File: src/rtl/core/ple_pkg.sv
// ----------------------------------------------------------------------------
// ple_pkg: shared types and codes for the positional list engine
// Action and status codes, field widths, the cell command and FSM state.
// ----------------------------------------------------------------------------
package ple_pkg;

    // field widths of the list ports
    localparam int ACT_W  = 3;
    localparam int POS_W  = 7;
    localparam int VAL_W  = 32;
    localparam int STS_W  = 2;
    localparam int FPOS_W = 6;
    localparam int LEN_W  = 7;

    // action codes
    localparam logic [ACT_W-1:0] ACT_INS_HEAD = 3'd0;
    localparam logic [ACT_W-1:0] ACT_INS_TAIL = 3'd1;
    localparam logic [ACT_W-1:0] ACT_INS_AT   = 3'd2;
    localparam logic [ACT_W-1:0] ACT_DEL_HEAD = 3'd3;
    localparam logic [ACT_W-1:0] ACT_DEL_TAIL = 3'd4;
    localparam logic [ACT_W-1:0] ACT_DEL_AT   = 3'd5;
    localparam logic [ACT_W-1:0] ACT_SEARCH   = 3'd6;

    // status codes
    localparam logic [STS_W-1:0] ST_OK    = 2'd0;
    localparam logic [STS_W-1:0] ST_EMPTY = 2'd1;
    localparam logic [STS_W-1:0] ST_RANGE = 2'd2;
    localparam logic [STS_W-1:0] ST_FULL  = 2'd3;

    // command broadcast to every cell of the chain
    typedef struct packed {
        logic ins;   // open a gap at the target slot and write the new value
        logic del;   // close the gap at the target slot
    } t_cell_cmd;

    // sequencer states
    typedef enum logic {
        S_IDLE,
        S_SCAN
    } t_state;

endpackage

File: src/rtl/core/ple_cell.sv
// ----------------------------------------------------------------------------
// ple_cell: one slot of the list chain
// Holds one entry; on insert takes its left neighbour or the new value, on
// delete takes its right neighbour, else holds.
// ----------------------------------------------------------------------------
module ple_cell #(
    parameter int INDEX = 0,
    parameter int IW    = 6
) (
    input  logic                             i_clk,
    input  ple_pkg::t_cell_cmd               i_cmd,
    input  logic [IW-1:0]                    i_pos,
    input  logic signed [ple_pkg::VAL_W-1:0] i_new,
    input  logic signed [ple_pkg::VAL_W-1:0] i_left,
    input  logic signed [ple_pkg::VAL_W-1:0] i_right,
    output logic signed [ple_pkg::VAL_W-1:0] o_value
);

    localparam logic [IW-1:0] MY_IDX = IW'(INDEX);

    logic signed [ple_pkg::VAL_W-1:0] r_value;
    logic signed [ple_pkg::VAL_W-1:0] n_value;

    // slot update: shift right above the gap, shift left from the gap on
    always_comb begin
        n_value = r_value;
        if (i_cmd.ins) begin
            if (MY_IDX > i_pos) begin
                n_value = i_left;
            end else if (MY_IDX == i_pos) begin
                n_value = i_new;
            end
        end else if (i_cmd.del) begin
            if (MY_IDX >= i_pos) begin
                n_value = i_right;
            end
        end
    end

    // entry storage, no reset: slots are read only after being written
    always_ff @(posedge i_clk) begin
        r_value <= n_value;
    end

    assign o_value = r_value;

endmodule

File: config.mk
export PLATFORM = sky130hd
export DESIGN_NAME = ple_cell
export DESIGN_NICKNAME = d
export VERILOG_FILES = /design/src/rtl/core/ple_pkg.sv /design/src/rtl/core/ple_cell.sv
export SDC_FILE = /design/constraint.sdc
export NUM_CORES = 1
export LEC_CHECK = 0
export BUFFER_PORTS_ARGS = -buffer_cell sky130_fd_sc_hd__buf_2
export CORE_ASPECT_RATIO = 0.9
export CORE_MARGIN = 3
export CORE_UTILIZATION = 32
export CTS_CLUSTER_DIAMETER = 30
export DETAILED_ROUTE_END_ITERATION = 10
export PLACE_DENSITY = 0.83
export RECOVER_POWER = 100
export SYNTH_ARGS = -nofsm -noshare
export SYNTH_HDL_FRONTEND = slang
export SYNTH_SLANG_ARGS = --single-unit
File: constraint.sdc
create_clock -name i_clk -period 3.1 [get_ports i_clk]
set_input_delay 0.31 -clock i_clk [delete_from_list [all_inputs] [get_ports i_clk]]
set_output_delay 0.31 -clock i_clk [all_outputs]
set_load 0.05 [all_outputs]
==> metrics.csv <==
stage;metric;value;unit
global_routing;globalRouteOverflowTotal;0;
floorplanning;core;3920;um2
timing;slew_violations;0;
pwr;powerDensity;480;nW/um2
layout;postLayoutCoreUtil;0.515;
min_path;min-delay-start;i_right[28];
timing;setup_viol;0;
critical_path;critPathMaxStageDelay;0.65;ns
layout;nets;285;
pwr;ir_worst_vdd;268;uV
min_path;whs_endpoint;o_value[28]$_DFFE_PP_;
drt;vias;1011;
timing;hold_viol_final;0;
global_routing;grt_pass1_vias;1020;
drt;wl_per_cell;13.3;um
synth;postSynthCellCount;71;
min_path;hold_path.class;input port to register;
job;maxCapViolCount;0;
drt;drt_iter0_drc;39;
clocking;path_clk_slew;0.07;ns
clocking;post_cts_buffers;0;
timing;fin_crit_sh;0.603;
critical_path;cp_data_required_time;3.00;ns
critical_path;cp_max_fo;33;
placed_design;dp_slack;1.19;ns
clocking;cts_inserted_buffers;5;
floorplanning;die_x;75.1;um
clocking;h-tree-depth;2;
critical_path;cp_cell_sequence;buf_2, buf_4, nor2_1, nor4_4, clkbuf_2;
layout;antenna-diode-count;0;
min_path;worstHoldPathCells;2;
clocking;cts_tree;yes;
drt;firstDrtPassIters;2;
layout;drive_above_1_share;0.608;
floorplanning;start_util;0.352;
global_routing;grt_pass1_wl;4460;um
critical_path;crit_path_start;i_cmd[1];
timing;worst_pin_slew;0.791;ns
critical_path;path_class;input port to register;
clocking;cts_resized;0;
drt;antenna_left;0;
synth;yosys.area.top_type_share;0.698;
pwr;cellLeakagePower;0.806;nW
critical_path;startpoint_type;input port;
drt;drt-total-wl;3010;um
synth;syn-num-nets;176;
critical_path;slowest_stage;clkbuf_2;
drt;route.detailed.drc;0;
global_routing;gr-usage-all-layers;0.121;
layout;final_common_cell;buf_2;
drt;vias_per_cell;4.45;
floorplanning;dieHeight;68.2;um
clocking;cts_max_path_buffers;2;
clocking;hold_buffers;0;
clocking;cts_sinks;32;
floorplanning;rows;21;
outcome;outcome;finished, final reports clean;
timing;rsz0062_at_grt;false;
critical_path;worst_ep_arrival_time;1.77;ns
synth;ys_seq_elements;32;
layout;final_cell_mix;buf_2, clkbuf_1, edfxtp_1;
timing;timing.fmax;0.535;GHz
timing;slew_headroom;0.473;
timing;worst_slack;1.23;ns
floorplanning;die-area;5120;um2
synth;syn_area;1380;um2
synth;syn_avg_cell_area;19.4;um2
placed_design;gp_congestion;0.697;
synth;synth_cell_types;8;
synth;synth_top_area_cell;edfxtp_1;
timing;finalSetupTns;0;ns
synth;yosysWarnings;0;
synth;synthTopCellsByArea;edfxtp_1, mux2_2, mux2_1;
synth;yosysSeqAreaShare;0.698;
global_routing;antenna_found_initial;0;
timing;period_needed;1.87;ns
global_routing;grt_max_degree;34;
critical_path;critPathCaptureType;register;
layout;largest_reg_flops;32;
clocking;root_buffer;clkbuf_8;
layout;n_fill_cell;346;
floorplanning;io-pin-count;137;
layout;synthToLayoutAreaGrowth;46.5;%
placed_design;port_buffers;104;
==> synthesized netlist by cell type <==
cell	count
mux2_1	5
buf_4	3
or4_4	1
nor4_2	1
nor2_1	1
buf_2	1
edfxtp_1	32
mux2_2	27
==> per-layer routing <==
metal / GRT usage / share of wire / vias to the layer above
met5: 0 / 0 / -
met4: 0.0459 / 0.0066 / 0
met3: 0.0705 / 0.13 / 2
met2: 0.205 / 0.51 / 63
met1: 0.123 / 0.35 / 449
li1: - / - / 497
==> metrics by stage <==
step / hold WS [ns] / instances / total power [mW] / area (um2)
floorplan: 0.511 / 71 / 0.552 / 1380
global placement: 0.601 / 219 / 0.600 / 1950
detailed placement: 0.598 / 219 / 0.603 / 1950
CTS: 0.304 / 227 / 0.988 / 2060
global route: 0.300 / 227 / 1.02 / 2020
finish: 0.316 / 227 / 0.968 / 2020
==> worst max-delay path, delay by kind of cell <==
kind,cells,cell delay [ns]
and+or+nand+nor,2,0.35
buffers and inverters,3,1.08
==> where the power goes <==
part	leakage, nW	switching, mW	internal [mW]
Combinational	0.463	0.0444	0.0622
Clock	0.0552	0.138	0.238
Sequential	0.288	0.000892	0.484
==> layout make-up <==
| class | instances | area, um2 | share of cell area |
|---|---|---|---|
| clock buffer | 6 | 72.6 | 0.0360 |
| clock inverter | 2 | 35.0 | 0.0174 |
| multi-input combinational | 35 | 397 | 0.197 |
| sequential | 32 | 961 | 0.477 |
| tap | 46 | 57.6 | 0.0286 |
| timing repair buffer | 106 | 493 | 0.245 |
==> cell families after synthesis <==
| kind of cell | Yosys count | synth area share |
|---|---|---|
| mux | 32 | 0.262 |
| simple gates | 3 | 0.0200 |
| flops | 32 | 0.698 |
| buf+inv | 4 | 0.0200 |
==> worst max path at each step <==
| stage | endpoint | slack [ns] | depth (start not counted) |
|---|---|---|---|
| after floorplan | o_value[0]$_DFFE_PP_ | 0.05 | 2 |
| after global placement | o_value[9]$_DFFE_PP_ | 1.24 | 5 |
| after detailed placement | o_value[11]$_DFFE_PP_ | 1.19 | 5 |
| after CTS | o_value[2]$_DFFE_PP_ | 1.49 | 5 |
| after global routing | o_value[9]$_DFFE_PP_ | 1.07 | 5 |
| final | o_value[17]$_DFFE_PP_ | 1.23 | 5 |
No activity file was read; power rests on OpenSTA's default activity.
